`src/rtl/core/tiny_mlp_online_trainer_defines.svh`:
```
// assertion macros for the trainer core
`ifndef TINY_MLP_ONLINE_TRAINER_DEFINES_SVH
`define TINY_MLP_ONLINE_TRAINER_DEFINES_SVH

`ifndef ASSERT_OFF
`define TMLP_ASSERT(lbl, prop) \
  lbl: assert property (@(posedge clk_i) disable iff (!rst_ni) (prop)) \
    else $error("tmlp assertion failed");
`define TMLP_ASSERT_NEVER(lbl, prop) \
  lbl: assert property (@(posedge clk_i) disable iff (!rst_ni) !(prop)) \
    else $error("tmlp forbidden condition");
`else
`define TMLP_ASSERT(lbl, prop)
`define TMLP_ASSERT_NEVER(lbl, prop)
`endif

`endif

```
`src/rtl/core/tmlp_pkg.sv`:
```
`default_nettype none

package tmlp_pkg;

  localparam int unsigned VAL_BITS  = 17;
  localparam int unsigned WORD_BITS = 24;
  localparam int unsigned RATE_BITS = 16;
  localparam int unsigned WIDX_BITS = 4;
  localparam int unsigned CFG_BITS  = 2;
  localparam int unsigned NUM_W     = 9;

  localparam logic [WIDX_BITS-1:0] LAST_SLOT = 4'd8;

  localparam logic [1:0] FUNC_INFER = 2'd0;
  localparam logic [1:0] FUNC_TRAIN = 2'd1;
  localparam logic [1:0] FUNC_WRITE = 2'd2;
  localparam logic [1:0] FUNC_READ  = 2'd3;

  localparam logic [1:0] PULL_NONE = 2'd0;
  localparam logic [1:0] PULL_UP   = 2'd1;
  localparam logic [1:0] PULL_DOWN = 2'd2;

  localparam logic [CFG_BITS-1:0] CFG_RATE = 2'd0;
  localparam logic [CFG_BITS-1:0] CFG_UP   = 2'd1;
  localparam logic [CFG_BITS-1:0] CFG_DOWN = 2'd2;
  localparam logic [CFG_BITS-1:0] CFG_DEC  = 2'd3;

  localparam logic [RATE_BITS-1:0] RATE_RST = 16'd655;
  localparam logic [VAL_BITS-1:0]  UP_RST   = 17'd45875;
  localparam logic [VAL_BITS-1:0]  DOWN_RST = 17'd19661;
  localparam logic [VAL_BITS-1:0]  DEC_RST  = 17'd52429;

  typedef struct packed {
    logic [1:0]                  func;
    logic [VAL_BITS-1:0]         x_in;
    logic [VAL_BITS-1:0]         y_in;
    logic                        target_label;
    logic [WIDX_BITS-1:0]        weight_index;
    logic signed [WORD_BITS-1:0] weight_value;
  } tmlp_in_t;

  typedef struct packed {
    logic [VAL_BITS-1:0]         score;
    logic                        predicted;
    logic [1:0]                  pull_dir;
    logic signed [WORD_BITS-1:0] weight_read;
  } tmlp_out_t;

  typedef enum logic [2:0] {
    OPB_X,
    OPB_Y,
    OPB_ONE,
    OPB_H0,
    OPB_H1
  } opb_sel_e;

  typedef struct packed {
    logic [WIDX_BITS-1:0] waddr;
    logic                 opa_rate;
    opb_sel_e             opb;
    logic                 acc_first;
    logic                 acc_add;
    logic                 cap_h0;
    logic                 cap_h1;
    logic                 cap_out;
    logic                 upd_we;
    logic                 pull_neg;
    logic                 ext_we;
  } tmlp_ctrl_t;

endpackage

`default_nettype wire

```
`src/rtl/core/tiny_mlp_online_trainer.sv`:
```
// from accepted word to result valid: infer and train run the forward pass, and a train
// word that pulls then runs the update pass; a write or read of a weight runs the access step
// one word at a time: the next word can be taken in the cycle after the result is loaded,
// with the work per word set by the single shared multiplier (9 forward, 9 update)
// async active-low reset clears all weights to zero and loads the threshold defaults
`default_nettype none
`include "tiny_mlp_online_trainer_defines.svh"

module tiny_mlp_online_trainer import tmlp_pkg::*; #(
  parameter int unsigned WEIGHT_BITS = 24,
  parameter int unsigned FRAC_BITS   = 16
) (
  input  logic                clk_i,
  input  logic                rst_ni,
  input  logic                in_valid_i,
  output logic                in_stall_o,
  input  tmlp_in_t            in_data_i,
  output logic                out_valid_o,
  input  logic                out_stall_i,
  output tmlp_out_t           out_data_o,
  input  logic                cfg_valid_i,
  output logic                cfg_ready_o,
  input  logic [CFG_BITS-1:0] cfg_index_i,
  input  logic [VAL_BITS-1:0] cfg_data_i
);

  logic [RATE_BITS-1:0] rate_q;
  logic [VAL_BITS-1:0]  up_q;
  logic [VAL_BITS-1:0]  down_q;
  logic [VAL_BITS-1:0]  dec_q;

  tmlp_ctrl_t                    ctrl;
  logic [FRAC_BITS:0]            act;
  logic [2:0]                    pos;
  logic signed [WORD_BITS-1:0]   rd_word;
  logic [FRAC_BITS:0]            x_val;
  logic [FRAC_BITS:0]            y_val;
  logic signed [WORD_BITS-1:0]   wr_value;
  logic                          wr_en;
  logic signed [WEIGHT_BITS-1:0] wr_data;
  logic signed [WEIGHT_BITS-1:0] rd_data;

  assign cfg_ready_o = 1'b1;

  always_ff @(posedge clk_i or negedge rst_ni) begin
    if (!rst_ni) begin
      rate_q <= RATE_RST;
      up_q   <= UP_RST;
      down_q <= DOWN_RST;
      dec_q  <= DEC_RST;
    end else if (cfg_valid_i) begin
      unique case (cfg_index_i)
        CFG_RATE: rate_q <= cfg_data_i[RATE_BITS-1:0];
        CFG_UP:   up_q   <= cfg_data_i;
        CFG_DOWN: down_q <= cfg_data_i;
        CFG_DEC:  dec_q  <= cfg_data_i;
        default:  ;
      endcase
    end
  end

  tmlp_seq #(
    .FRAC_BITS(FRAC_BITS)
  ) u_seq (
    .clk_i            (clk_i),
    .rst_ni           (rst_ni),
    .in_valid_i       (in_valid_i),
    .in_stall_o       (in_stall_o),
    .in_data_i        (in_data_i),
    .out_valid_o      (out_valid_o),
    .out_stall_i      (out_stall_i),
    .out_data_o       (out_data_o),
    .pull_up_below_i  (up_q),
    .pull_down_above_i(down_q),
    .decide_above_i   (dec_q),
    .act_i            (act),
    .pos_i            (pos),
    .rd_word_i        (rd_word),
    .x_o              (x_val),
    .y_o              (y_val),
    .value_o          (wr_value),
    .ctrl_o           (ctrl)
  );

  tmlp_alu #(
    .WEIGHT_BITS(WEIGHT_BITS),
    .FRAC_BITS  (FRAC_BITS)
  ) u_alu (
    .clk_i    (clk_i),
    .ctrl_i   (ctrl),
    .rate_i   (rate_q),
    .x_i      (x_val),
    .y_i      (y_val),
    .value_i  (wr_value),
    .rd_i     (rd_data),
    .act_o    (act),
    .pos_o    (pos),
    .we_o     (wr_en),
    .wdata_o  (wr_data),
    .rd_word_o(rd_word)
  );

  tmlp_wregs #(
    .WEIGHT_BITS(WEIGHT_BITS)
  ) u_wregs (
    .clk_i  (clk_i),
    .rst_ni (rst_ni),
    .addr_i (ctrl.waddr),
    .we_i   (wr_en),
    .wdata_i(wr_data),
    .rdata_o(rd_data)
  );

  `TMLP_ASSERT(a_accept_then_busy, (in_valid_i && !in_stall_o) |=> in_stall_o)
  `TMLP_ASSERT(a_write_only_busy, wr_en |-> in_stall_o)
  `TMLP_ASSERT_NEVER(a_upd_ext_clash, ctrl.upd_we && ctrl.ext_we)

endmodule

`default_nettype wire

```
`src/rtl/core/tmlp_wregs.sv`:
```
`default_nettype none

module tmlp_wregs import tmlp_pkg::*; #(
  parameter int unsigned WEIGHT_BITS = 24
) (
  input  logic                          clk_i,
  input  logic                          rst_ni,
  input  logic [WIDX_BITS-1:0]          addr_i,
  input  logic                          we_i,
  input  logic signed [WEIGHT_BITS-1:0] wdata_i,
  output logic signed [WEIGHT_BITS-1:0] rdata_o
);

  logic signed [WEIGHT_BITS-1:0] w_q [NUM_W];

  always_ff @(posedge clk_i or negedge rst_ni) begin
    if (!rst_ni) begin
      for (int i = 0; i < NUM_W; i++) begin
        w_q[i] <= '0;
      end
    end else if (we_i && (addr_i <= LAST_SLOT)) begin
      w_q[addr_i] <= wdata_i;
    end
  end

  // slots past the last weight read as zero
  assign rdata_o = (addr_i <= LAST_SLOT) ? w_q[addr_i] : '0;

endmodule

`default_nettype wire

```
`src/rtl/core/tmlp_alu.sv`:
```
`default_nettype none

module tmlp_alu import tmlp_pkg::*; #(
  parameter int unsigned WEIGHT_BITS = 24,
  parameter int unsigned FRAC_BITS   = 16
) (
  input  logic                          clk_i,
  input  tmlp_ctrl_t                    ctrl_i,
  input  logic [RATE_BITS-1:0]          rate_i,
  input  logic [FRAC_BITS:0]            x_i,
  input  logic [FRAC_BITS:0]            y_i,
  input  logic signed [WORD_BITS-1:0]   value_i,
  input  logic signed [WEIGHT_BITS-1:0] rd_i,
  output logic [FRAC_BITS:0]            act_o,
  output logic [2:0]                    pos_o,
  output logic                          we_o,
  output logic signed [WEIGHT_BITS-1:0] wdata_o,
  output logic signed [WORD_BITS-1:0]   rd_word_o
);

  localparam int unsigned W  = WEIGHT_BITS;
  localparam int unsigned VB = FRAC_BITS + 1;
  localparam int unsigned PW = W + VB + 1;
  localparam int unsigned SW = PW + 1;
  localparam int unsigned AW = ((W > VB) ? W : VB) + 3;
  localparam int unsigned EW = ((W > WORD_BITS) ? W : WORD_BITS) + 1;

  localparam logic [VB-1:0] ONE_V = {1'b1, {FRAC_BITS{1'b0}}};
  localparam logic signed [AW-1:0] ONE_A = AW'(ONE_V);
  localparam logic signed [SW-1:0] S_WMAX = {{(SW-W+1){1'b0}}, {(W-1){1'b1}}};
  localparam logic signed [SW-1:0] S_WMIN = {{(SW-W+1){1'b1}}, {(W-1){1'b0}}};
  localparam logic signed [EW-1:0] E_WMAX = {{(EW-W+1){1'b0}}, {(W-1){1'b1}}};
  localparam logic signed [EW-1:0] E_WMIN = {{(EW-W+1){1'b1}}, {(W-1){1'b0}}};
  localparam logic signed [EW-1:0] E_PMAX = {{(EW-WORD_BITS+1){1'b0}}, {(WORD_BITS-1){1'b1}}};
  localparam logic signed [EW-1:0] E_PMIN = {{(EW-WORD_BITS+1){1'b1}}, {(WORD_BITS-1){1'b0}}};

  logic signed [W-1:0]  opa;
  logic [VB-1:0]        opb_v;
  logic signed [PW-1:0] prod;
  logic signed [PW-1:0] p_q;
  logic signed [PW-1:0] fs;
  logic signed [AW-1:0] acc_q;
  logic signed [AW-1:0] acc_d;
  logic                 acc_pos;
  logic [VB-1:0]        act;
  logic [VB-1:0]        h0_q;
  logic [VB-1:0]        h1_q;
  logic [2:0]           pos_q;
  logic signed [PW-1:0] step;
  logic signed [SW-1:0] upd_sum;
  logic signed [W-1:0]  upd_w;
  logic signed [EW-1:0] val_e;
  logic signed [W-1:0]  ext_w;
  logic signed [EW-1:0] rd_e;

  assign opa = ctrl_i.opa_rate ? signed'({{(W-RATE_BITS){1'b0}}, rate_i}) : rd_i;

  always_comb begin
    unique case (ctrl_i.opb)
      OPB_X:   opb_v = x_i;
      OPB_Y:   opb_v = y_i;
      OPB_ONE: opb_v = ONE_V;
      OPB_H0:  opb_v = h0_q;
      OPB_H1:  opb_v = h1_q;
      default: opb_v = ONE_V;
    endcase
  end

  // the one shared multiplier
  assign prod = PW'(opa) * PW'(signed'({1'b0, opb_v}));

  // floor of product over one, summed into the pre-activation
  assign fs    = p_q >>> FRAC_BITS;
  assign acc_d = (ctrl_i.acc_first ? '0 : acc_q) + AW'(fs);

  assign acc_pos = !acc_q[AW-1] && (acc_q != '0);

  always_comb begin
    if (!acc_pos) begin
      act = '0;
    end else if (acc_q > ONE_A) begin
      act = ONE_V;
    end else begin
      act = acc_q[VB-1:0];
    end
  end

  always_ff @(posedge clk_i) begin
    p_q <= prod;
    if (ctrl_i.acc_first || ctrl_i.acc_add) begin
      acc_q <= acc_d;
    end
    if (ctrl_i.cap_h0) begin
      h0_q     <= act;
      pos_q[0] <= acc_pos;
    end
    if (ctrl_i.cap_h1) begin
      h1_q     <= act;
      pos_q[1] <= acc_pos;
    end
    if (ctrl_i.cap_out) begin
      pos_q[2] <= acc_pos;
    end
  end

  // weight step: rate times operand, truncated, then signed by the pull
  assign step    = p_q >>> RATE_BITS;
  assign upd_sum = SW'(rd_i) + (ctrl_i.pull_neg ? -SW'(step) : SW'(step));

  always_comb begin
    if (upd_sum > S_WMAX) begin
      upd_w = S_WMAX[W-1:0];
    end else if (upd_sum < S_WMIN) begin
      upd_w = S_WMIN[W-1:0];
    end else begin
      upd_w = upd_sum[W-1:0];
    end
  end

  assign val_e = EW'(value_i);

  always_comb begin
    if (val_e > E_WMAX) begin
      ext_w = E_WMAX[W-1:0];
    end else if (val_e < E_WMIN) begin
      ext_w = E_WMIN[W-1:0];
    end else begin
      ext_w = val_e[W-1:0];
    end
  end

  assign rd_e = EW'(rd_i);

  always_comb begin
    if (rd_e > E_PMAX) begin
      rd_word_o = E_PMAX[WORD_BITS-1:0];
    end else if (rd_e < E_PMIN) begin
      rd_word_o = E_PMIN[WORD_BITS-1:0];
    end else begin
      rd_word_o = rd_e[WORD_BITS-1:0];
    end
  end

  assign act_o   = act;
  assign pos_o   = pos_q;
  assign we_o    = ctrl_i.upd_we || ctrl_i.ext_we;
  assign wdata_o = ctrl_i.ext_we ? ext_w : upd_w;

endmodule

`default_nettype wire

```
`src/rtl/core/tmlp_seq.sv`:
```
`default_nettype none

module tmlp_seq import tmlp_pkg::*; #(
  parameter int unsigned FRAC_BITS = 16
) (
  input  logic                        clk_i,
  input  logic                        rst_ni,
  input  logic                        in_valid_i,
  output logic                        in_stall_o,
  input  tmlp_in_t                    in_data_i,
  output logic                        out_valid_o,
  input  logic                        out_stall_i,
  output tmlp_out_t                   out_data_o,
  input  logic [VAL_BITS-1:0]         pull_up_below_i,
  input  logic [VAL_BITS-1:0]         pull_down_above_i,
  input  logic [VAL_BITS-1:0]         decide_above_i,
  input  logic [FRAC_BITS:0]          act_i,
  input  logic [2:0]                  pos_i,
  input  logic signed [WORD_BITS-1:0] rd_word_i,
  output logic [FRAC_BITS:0]          x_o,
  output logic [FRAC_BITS:0]          y_o,
  output logic signed [WORD_BITS-1:0] value_o,
  output tmlp_ctrl_t                  ctrl_o
);

  localparam int unsigned VB = FRAC_BITS + 1;
  localparam int unsigned CW = (VB > VAL_BITS) ? VB : VAL_BITS;

  localparam logic [VB-1:0] ONE_V    = {1'b1, {FRAC_BITS{1'b0}}};
  localparam logic [3:0]    FWD_LAST = 4'd10;
  localparam logic [3:0]    UPD_LAST = 4'd9;

  typedef enum logic [2:0] {
    ST_IDLE,
    ST_FWD,
    ST_UPD,
    ST_ACC,
    ST_FIN
  } state_e;

  state_e      state_q;
  logic [3:0]  cnt_q;
  tmlp_in_t    in_q;
  logic [VB-1:0] x_q;
  logic [VB-1:0] y_q;
  logic        pull_neg_q;
  tmlp_out_t   res_q;
  tmlp_out_t   out_q;
  logic        out_valid_q;

  logic          accept;
  logic [CW-1:0] x_w;
  logic [CW-1:0] y_w;
  logic [VB-1:0] x_sat;
  logic [VB-1:0] y_sat;
  logic [CW-1:0] score_w;
  logic          is_train;
  logic          pull_up;
  logic          pull_dn;
  logic          pred;
  logic [1:0]    dir;
  logic [3:0]    slot;

  function automatic opb_sel_e slot_opb(input logic [3:0] s);
    opb_sel_e r;
    unique case (s)
      4'd0, 4'd3: r = OPB_X;
      4'd1, 4'd4: r = OPB_Y;
      4'd6:       r = OPB_H0;
      4'd7:       r = OPB_H1;
      default:    r = OPB_ONE;
    endcase
    return r;
  endfunction

  function automatic logic [1:0] slot_neuron(input logic [3:0] s);
    logic [1:0] r;
    if (s < 4'd3) begin
      r = 2'd0;
    end else if (s < 4'd6) begin
      r = 2'd1;
    end else begin
      r = 2'd2;
    end
    return r;
  endfunction

  assign in_stall_o = (state_q != ST_IDLE);
  assign accept     = in_valid_i && !in_stall_o;

  // inputs above one saturate
  assign x_w   = CW'(in_data_i.x_in);
  assign y_w   = CW'(in_data_i.y_in);
  assign x_sat = (x_w > CW'(ONE_V)) ? ONE_V : x_w[VB-1:0];
  assign y_sat = (y_w > CW'(ONE_V)) ? ONE_V : y_w[VB-1:0];

  assign score_w  = CW'(act_i);
  assign is_train = (in_q.func == FUNC_TRAIN);
  assign pull_up  = in_q.target_label && (score_w < CW'(pull_up_below_i));
  assign pull_dn  = !in_q.target_label && (score_w > CW'(pull_down_above_i));
  assign pred     = (score_w > CW'(decide_above_i));
  assign slot     = cnt_q - 4'd1;

  always_comb begin
    if (!is_train) begin
      dir = PULL_NONE;
    end else if (pull_up) begin
      dir = PULL_UP;
    end else if (pull_dn) begin
      dir = PULL_DOWN;
    end else begin
      dir = PULL_NONE;
    end
  end

  always_ff @(posedge clk_i or negedge rst_ni) begin
    if (!rst_ni) begin
      state_q     <= ST_IDLE;
      cnt_q       <= '0;
      in_q        <= '0;
      x_q         <= '0;
      y_q         <= '0;
      pull_neg_q  <= 1'b0;
      res_q       <= '0;
      out_q       <= '0;
      out_valid_q <= 1'b0;
    end else begin
      if (out_valid_q && !out_stall_i && (state_q != ST_FIN)) begin
        out_valid_q <= 1'b0;
      end
      unique case (state_q)
        ST_IDLE: begin
          if (accept) begin
            in_q  <= in_data_i;
            x_q   <= x_sat;
            y_q   <= y_sat;
            cnt_q <= '0;
            if (in_data_i.func == FUNC_INFER || in_data_i.func == FUNC_TRAIN) begin
              state_q <= ST_FWD;
            end else begin
              state_q <= ST_ACC;
            end
          end
        end
        ST_FWD: begin
          if (cnt_q == FWD_LAST) begin
            cnt_q <= '0;
            res_q <= '{score: score_w[VAL_BITS-1:0], predicted: pred,
                       pull_dir: dir, weight_read: '0};
            if (is_train && (pull_up || pull_dn)) begin
              state_q    <= ST_UPD;
              pull_neg_q <= pull_dn;
            end else begin
              state_q <= ST_FIN;
            end
          end else begin
            cnt_q <= cnt_q + 4'd1;
          end
        end
        ST_UPD: begin
          cnt_q <= cnt_q + 4'd1;
          if (cnt_q == UPD_LAST) begin
            state_q <= ST_FIN;
          end
        end
        ST_ACC: begin
          res_q <= '{score: '0, predicted: 1'b0, pull_dir: PULL_NONE,
                     weight_read: (in_q.func == FUNC_READ) ? rd_word_i : '0};
          state_q <= ST_FIN;
        end
        ST_FIN: begin
          if (!out_valid_q || !out_stall_i) begin
            out_q       <= res_q;
            out_valid_q <= 1'b1;
            state_q     <= ST_IDLE;
          end
        end
        default: state_q <= ST_IDLE;
      endcase
    end
  end

  // microcode: forward pass issues one product a cycle, each summed from the registered product
  always_comb begin
    ctrl_o     = '0;
    ctrl_o.opb = OPB_X;
    unique case (state_q)
      ST_FWD: begin
        unique case (cnt_q)
          4'd0: begin
            ctrl_o.waddr = 4'd0;
            ctrl_o.opb   = OPB_X;
          end
          4'd1: begin
            ctrl_o.waddr     = 4'd1;
            ctrl_o.opb       = OPB_Y;
            ctrl_o.acc_first = 1'b1;
          end
          4'd2: begin
            ctrl_o.waddr   = 4'd2;
            ctrl_o.opb     = OPB_ONE;
            ctrl_o.acc_add = 1'b1;
          end
          4'd3: begin
            ctrl_o.waddr   = 4'd3;
            ctrl_o.opb     = OPB_X;
            ctrl_o.acc_add = 1'b1;
          end
          4'd4: begin
            ctrl_o.waddr     = 4'd4;
            ctrl_o.opb       = OPB_Y;
            ctrl_o.acc_first = 1'b1;
            ctrl_o.cap_h0    = 1'b1;
          end
          4'd5: begin
            ctrl_o.waddr   = 4'd5;
            ctrl_o.opb     = OPB_ONE;
            ctrl_o.acc_add = 1'b1;
          end
          4'd6: begin
            ctrl_o.waddr   = 4'd6;
            ctrl_o.opb     = OPB_H0;
            ctrl_o.acc_add = 1'b1;
          end
          4'd7: begin
            ctrl_o.waddr     = 4'd8;
            ctrl_o.opb       = OPB_ONE;
            ctrl_o.acc_first = 1'b1;
            ctrl_o.cap_h1    = 1'b1;
          end
          4'd8: begin
            ctrl_o.waddr   = 4'd7;
            ctrl_o.opb     = OPB_H1;
            ctrl_o.acc_add = 1'b1;
          end
          4'd9: begin
            ctrl_o.acc_add = 1'b1;
          end
          4'd10: begin
            ctrl_o.cap_out = 1'b1;
          end
          default: ;
        endcase
      end
      ST_UPD: begin
        if (cnt_q < UPD_LAST) begin
          ctrl_o.opa_rate = 1'b1;
          ctrl_o.opb      = slot_opb(cnt_q);
        end
        if (cnt_q != 4'd0) begin
          ctrl_o.waddr    = slot;
          ctrl_o.upd_we   = pos_i[slot_neuron(slot)];
          ctrl_o.pull_neg = pull_neg_q;
        end
      end
      ST_ACC: begin
        ctrl_o.waddr  = in_q.weight_index;
        ctrl_o.ext_we = (in_q.func == FUNC_WRITE);
      end
      default: ;
    endcase
  end

  assign x_o         = x_q;
  assign y_o         = y_q;
  assign value_o     = in_q.weight_value;
  assign out_valid_o = out_valid_q;
  assign out_data_o  = out_q;

endmodule

`default_nettype wire

```
`config.mk`:
```
export PLATFORM = sky130hd
export DESIGN_NAME = tiny_mlp_online_trainer
export DESIGN_NICKNAME = d
export VERILOG_FILES = /design/src/rtl/core/tmlp_pkg.sv /design/src/rtl/core/tiny_mlp_online_trainer.sv /design/src/rtl/core/tmlp_wregs.sv /design/src/rtl/core/tmlp_alu.sv /design/src/rtl/core/tmlp_seq.sv
export VERILOG_INCLUDE_DIRS = /design/src /design/src/rtl/core
export SDC_FILE = /design/constraint.sdc
export NUM_CORES = 2
export LEC_CHECK = 0
export ABC_AREA = 1
export BUFFER_PORTS_ARGS = -buffer_cell sky130_fd_sc_hd__clkbuf_2
export CORE_MARGIN = 5
export CORE_UTILIZATION = 27
export CTS_BUF_LIST = sky130_fd_sc_hd__clkbuf_16
export DETAILED_ROUTE_END_ITERATION = 10
export MAX_ROUTING_LAYER = met4
export PLACE_DENSITY = 0.52
export SYNTH_ARGS = -nofsm -noshare
export SYNTH_HDL_FRONTEND = slang
export SYNTH_HIERARCHICAL = 1
export SYNTH_SLANG_ARGS = --single-unit
```
`constraint.sdc`:
```
create_clock -name clk_i -period 24.2 [get_ports clk_i]
set_input_delay 0 -clock clk_i [delete_from_list [all_inputs] [get_ports clk_i]]
set_output_delay 0 -clock clk_i [all_outputs]
set_load 0.005 [all_outputs]
```
# Word-level counts from Yosys, hierarchy flattened
# Cells that the tools add are included.
# W data, S select, Z words.
[op_classes] add_sub_neg=5 multipliers=1 n_lt_le_gt_ge=19 n_eq_ne=29 n_mux=64 bitwise=1 reduce_logical=44
[op_table] operator="$mux W24" count=13
[op_table] operator="$bwmux W216" count=1
[op_table] operator="$bmux W24 S4" count=1
[op_table] operator="$demux W24 S4" count=1
[op_table] operator="$pmux W44 S2" count=1
[op_table] operator="$mux W17" count=4
[op_table] operator="$pmux W17 S4" count=1
[op_table] operator="$gt A24 B24 Y1 const B" count=2
[op_table] operator="$lt A24 B24 Y1 const B" count=2
[op_table] operator="$mux W44" count=1
[op_table] operator="$add A24 B43 Y43" count=1
[op_table] operator="$gt A43 B24 Y1 const B" count=1
[op_table] operator="$lt A43 B24 Y1 const B" count=1
[op_table] operator="$mux W43" count=1
[op_table] operator="$neg A26 Y43" count=1
[op_table] operator="$mul A24 B18 Y42" count=1
[op_table] operator="$gt A17 B17 Y1" count=2
[op_table] operator="$gt A17 B17 Y1 const B" count=2
[op_table] operator="$pmux W4 S8" count=1
[op_table] operator="$add A27 B27 Y27" count=1
[op_table] operator="$gt A27 B18 Y1 const B" count=1
[op_table] operator="$mux W27" count=1
[op_table] operator="$reduce_bool A27 Y1" count=1
[op_table] operator="$pmux W3 S4" count=2
[op_table] operator="46 further kinds" count=119
[word_totals] ff_bits=551 output_inout_bits=47

# Longest topological paths before layout
[logic_depth] word_depth=17 depth_mapped=46

# Modules after synthesis
# Netlist, hierarchy kept.
[by_module_without_submodules] module="tmlp_alu" instances=1 cells_per_inst=3251 area_per_inst_um2=23859.1 seq_area_each_um2=2442.3
[by_module_without_submodules] module="tmlp_wregs" instances=1 cells_per_inst=1337 area_per_inst_um2=10099.7 seq_area_each_um2=5405.2
[by_module_without_submodules] module="tmlp_seq" instances=1 cells_per_inst=933 area_per_inst_um2=8378.0 seq_area_each_um2=4053.9
[by_module_without_submodules] module="tiny_mlp_online_trainer" instances=1 cells_per_inst=300 area_per_inst_um2=2830.2 seq_area_each_um2=1716.6

# Least setup slack after synthesis
# No wires, ideal clock.
[synth_path] kind="reg-to-reg" from="register u_seq.cnt_q[3]" to="register u_alu.p_q[41]" setup_ps=138 t_arrival_ps=9189 required_time_ps=24062 path_slack_ps=14873 stages_incl_launch_ff=35 path_buffers=1 path_cell_list="dfrtp_1 inv_1 nand2_1 nor2_1 inv_1 nor2_1 a21oi_1 o21ai_0 nand3_2 inv_1 nand2_1 nand3_1 inv_1 nor2_1 inv_1 clkbuf_1 nor2_1 inv_1 fa_1 inv_1 fa_1 inv_1 fa_1 fa_1 fa_1 fa_1 inv_1 ha_1 a21oi_1 o21ai_0 a21oi_1 nor2_1 a2111oi_0 o311ai_0 xor2_1"
[synth_rtl] item="start, declared" line_no="tmlp_seq.sv:42" source="logic [3:0] cnt_q;"
[synth_rtl] item="start signal, assigned" line_no="tmlp_seq.sv:157" source="cnt_q <= cnt_q + 4'd1;"
[synth_rtl] item="start signal, assigned" line_no="tmlp_seq.sv:161" source="cnt_q <= cnt_q + 4'd1;"
[synth_rtl] item="end signal, assigned" line_no="tmlp_alu.sv:89" source="p_q <= prod;"
[synth_rtl] item="end, declared" line_no="tmlp_alu.sv:40" source="logic signed [PW-1:0] p_q;"

==> impl_metrics.tcl <==
set metrics [dict create \
    outcome "finished, final reports clean" \
    fillerInstances 17900 \
    crit_path_max_fanout 26 \
    cap_violations 0 \
    ys.flop_type "dfrtp_1" \
    layout-drive-gt1-share_pct 8.18 \
    cp-start-kind "flip-flop" \
    die_area_um2 176000 \
    finalMaxSlewViolations 0 \
    cp.depth 39 \
    postSynthCellCount 5821 \
    dr.pass1.iters 5 \
    overflow 0 \
    grt_antenna_before_repair 0 \
    cp_slowest_stage_delay_ps 850 \
    wirelength_um 150000 \
    h-tree-depth 2 \
    endpoint_kind "flip-flop" \
    grt_first_pass_wirelength_um 228000 \
    worstMarginPinSlew_ps 1340 \
    skew_ps 22.6 \
    grt_max_degree 170 \
    syn2layout_area_growth_pct 13.2 \
    slew_headroom_pct 9.91 \
    cts.clk_slew.worst_paths_ps 60 \
    root_buffer "clkbuf_16" \
    critical-path-top-delay-family "adder cells" \
    first_global_vias 37700 \
    hp-class "in2reg" \
    ant_nets 0 \
    final_hold_viol_count 0 \
    nNetsFinal 6676 \
    cts_num_sinks 535 \
    drc 0 \
    cp.required_ps 24780 \
    critPathBufInv 12 \
    design.core.area_um2 167000 \
    die_x_um 419 \
    path_class "reg2reg" \
    row_count 150 \
    yosysWarnings 6 \
    syn_area_um2 45200 \
    whs_path_depth 4 \
    synth_seq_cells 535 \
    clock_latency_ps 660 \
    async_reset_ff_share_pct 83.2 \
    arrival_ps 11860 \
    layout_commonest_cell "nand2_1" \
    rsz0062_at_grt "false" \
    cts_tree "yes" \
    regArea_um2 13600 \
    cts_setup_buffers 0 \
    crit_slowest_cell "nor2_2" \
    cts_made_buffers 61 \
    grt.total_usage_pct 17.3 \
    timing.fmax_mhz 88.7 \
    drtIter0Drc 2872 \
    reg2reg_depth 39 \
    setup_viol 0 \
    synthesis.nets 6534 \
    n_antenna_cell 0 \
    fin_crit_sh_pct 46.6 \
    io_buffers 134 \
    layout_common_cells "nand2_1 (1,776), inv_1 (961), nor2_1 (536)" \
    gp_congestion 0.906 \
    multi_input_area_um2 26700 \
    cts.path.max_buffers 3 \
    finalCriticalPeriod_ps 11270 \
    synth-seq-area-share_pct 30.2 \
    yosysUniqueCellTypes 66 \
    synth-edff-count 64 \
    routedWlPerCell_um 18.2 \
    initial_core_util_pct 27.1 \
    pin_count 136 \
    via_per_inst 4.62 \
    vias 38000 \
    fp.dieH_um 419 \
    hpwl_um 113000 \
    synth.avg_cell_area_um2 7.76 \
    crit_path_frequent_cell "inv_1" \
    setup_tns_ps 0 \
]
logic make-up after synthesis:
logic type      count (synthesis)  synth area share [%]
flops                         535                  30.2
compound gates                629                  7.70
simple gates                 2655                  24.0
buf+inv                      1226                  11.0
fa+ha+maj                     624                  24.0
other cells                     1               0.00830
mux                            44                  1.10
xor+xnor                      107                  2.09
Yosys cell counts, drive strengths merged, types with 5 or more instances:
cell type | instances | area [µm²]
fa | 401 | 8030
nor4 | 15 | 93.8
nand3b | 5 | 37.5
ha | 223 | 2790
dfstp | 32 | 841
edfxtp | 64 | 1920
dfrtp | 413 | 10300
o21bai | 9 | 67.6
nand2 | 1806 | 6870
o21ai | 266 | 1330
a22o | 35 | 307
inv | 964 | 3620
clkinv | 14 | 52.6
o31ai | 17 | 128
clkbuf | 111 | 417
nor2 | 572 | 2280
or2 | 5 | 31.3
o21a | 11 | 82.6
nor3 | 44 | 269
mux2 | 44 | 495
dfxtp | 26 | 521
nand4 | 84 | 532
nand3 | 118 | 676
xnor2 | 35 | 307
a31oi | 11 | 68.8
buf | 137 | 882
xor2 | 72 | 638
a21oi | 250 | 1250
a21o | 7 | 52.6
area by class of cell:
cell class / count / area share [%]
tap: 2204 / 5.39
timing repair buffer: 327 / 4.79
clock buffer: 63 / 3.08
multi-input combinational: 4060 / 52.2
inverter: 978 / 7.18
clock inverter: 53 / 0.729
sequential: 535 / 26.6
registers in the layout, summed over array words and instances, names as in the netlist:
| signal | cells |
|---|---|
| u_wregs/w_q | 216 |
| u_seq/out_data_o | 44 |
| u_seq/res_q | 44 |
| u_alu/acc_q | 27 |
| u_alu/p_q | 26 |
| u_seq/value_o | 24 |
| dec_q | 17 |
| down_q | 17 |
| u_alu/h0_q | 17 |
| u_alu/h1_q | 17 |
| u_seq/x_o | 17 |
| u_seq/y_o | 17 |
| up_q | 17 |
| rate_q | 16 |
| u_seq/in_q | 7 |
| u_seq/cnt_q | 4 |
| u_alu/pos_o | 3 |
| u_seq/state_q | 3 |
| u_seq/out_valid_o | 1 |
| u_seq/pull_neg_q | 1 |
per-layer routing:
metal,wire length (µm),global-route usage (%),vias up
met5,0,-,-
met2,68500,27.1,1108
met4,4760,5.17,0
met1,67000,23.2,18500
met3,9600,2.70,198
li1,-,-,18100
stage by stage:
step                      std cells  setup slack [ps]  area (µm²)  utilization [%]  hold slack, ps
after floorplan                5821             14870       45200                -            -296
after global placement         7980             13170       48000             28.7            94.6
after detailed placement       7980             13010       48000             28.7             108
after CTS                      8220             12970       51100             30.7            15.3
after global routing           8220             12200       51100             30.7            65.8
final                          8220             12930       51100             30.7            70.7
path summary, 6_finish.rpt:
check,startpoint,endpoint,slack (ps)
worst min register to register,up_q[12]$_DFFE_PN1P_,up_q[12]$_DFFE_PN1P_,460
worst max-delay path,u_seq/cnt_q[3]$_DFFE_PN0P_,u_alu/p_q[34]$_DFF_P_,12930
min in group asynchronous,rst_ni,u_seq/state_q[0]$_DFFE_PN0P_,490
worst min-delay path,in_data_i[16],u_seq/value_o[16]$_DFFE_PN0P_,70
max in group asynchronous,rst_ni,u_wregs/w_q[163]$_DFFE_PN0P_,20870
worst max register to register,u_seq/cnt_q[3]$_DFFE_PN0P_,u_alu/p_q[34]$_DFF_P_,12930
repair_timing:
action | CTS | global route
endpoints found under the hold margin | 234 | 0
endpoints found under the setup margin | 0 | 0
hold buffers | 124 | 0
gates resized for setup | 0 | 0
worst min-delay path, cell delays in order:
cell and delay (ps):
dlygate4sd3_1 520, clkbuf_2 90, nand2_1 40, nand2_1 40
Power is not shown: default switching activity piles up to over one toggle a cycle in this logic, so the estimate is an artifact.
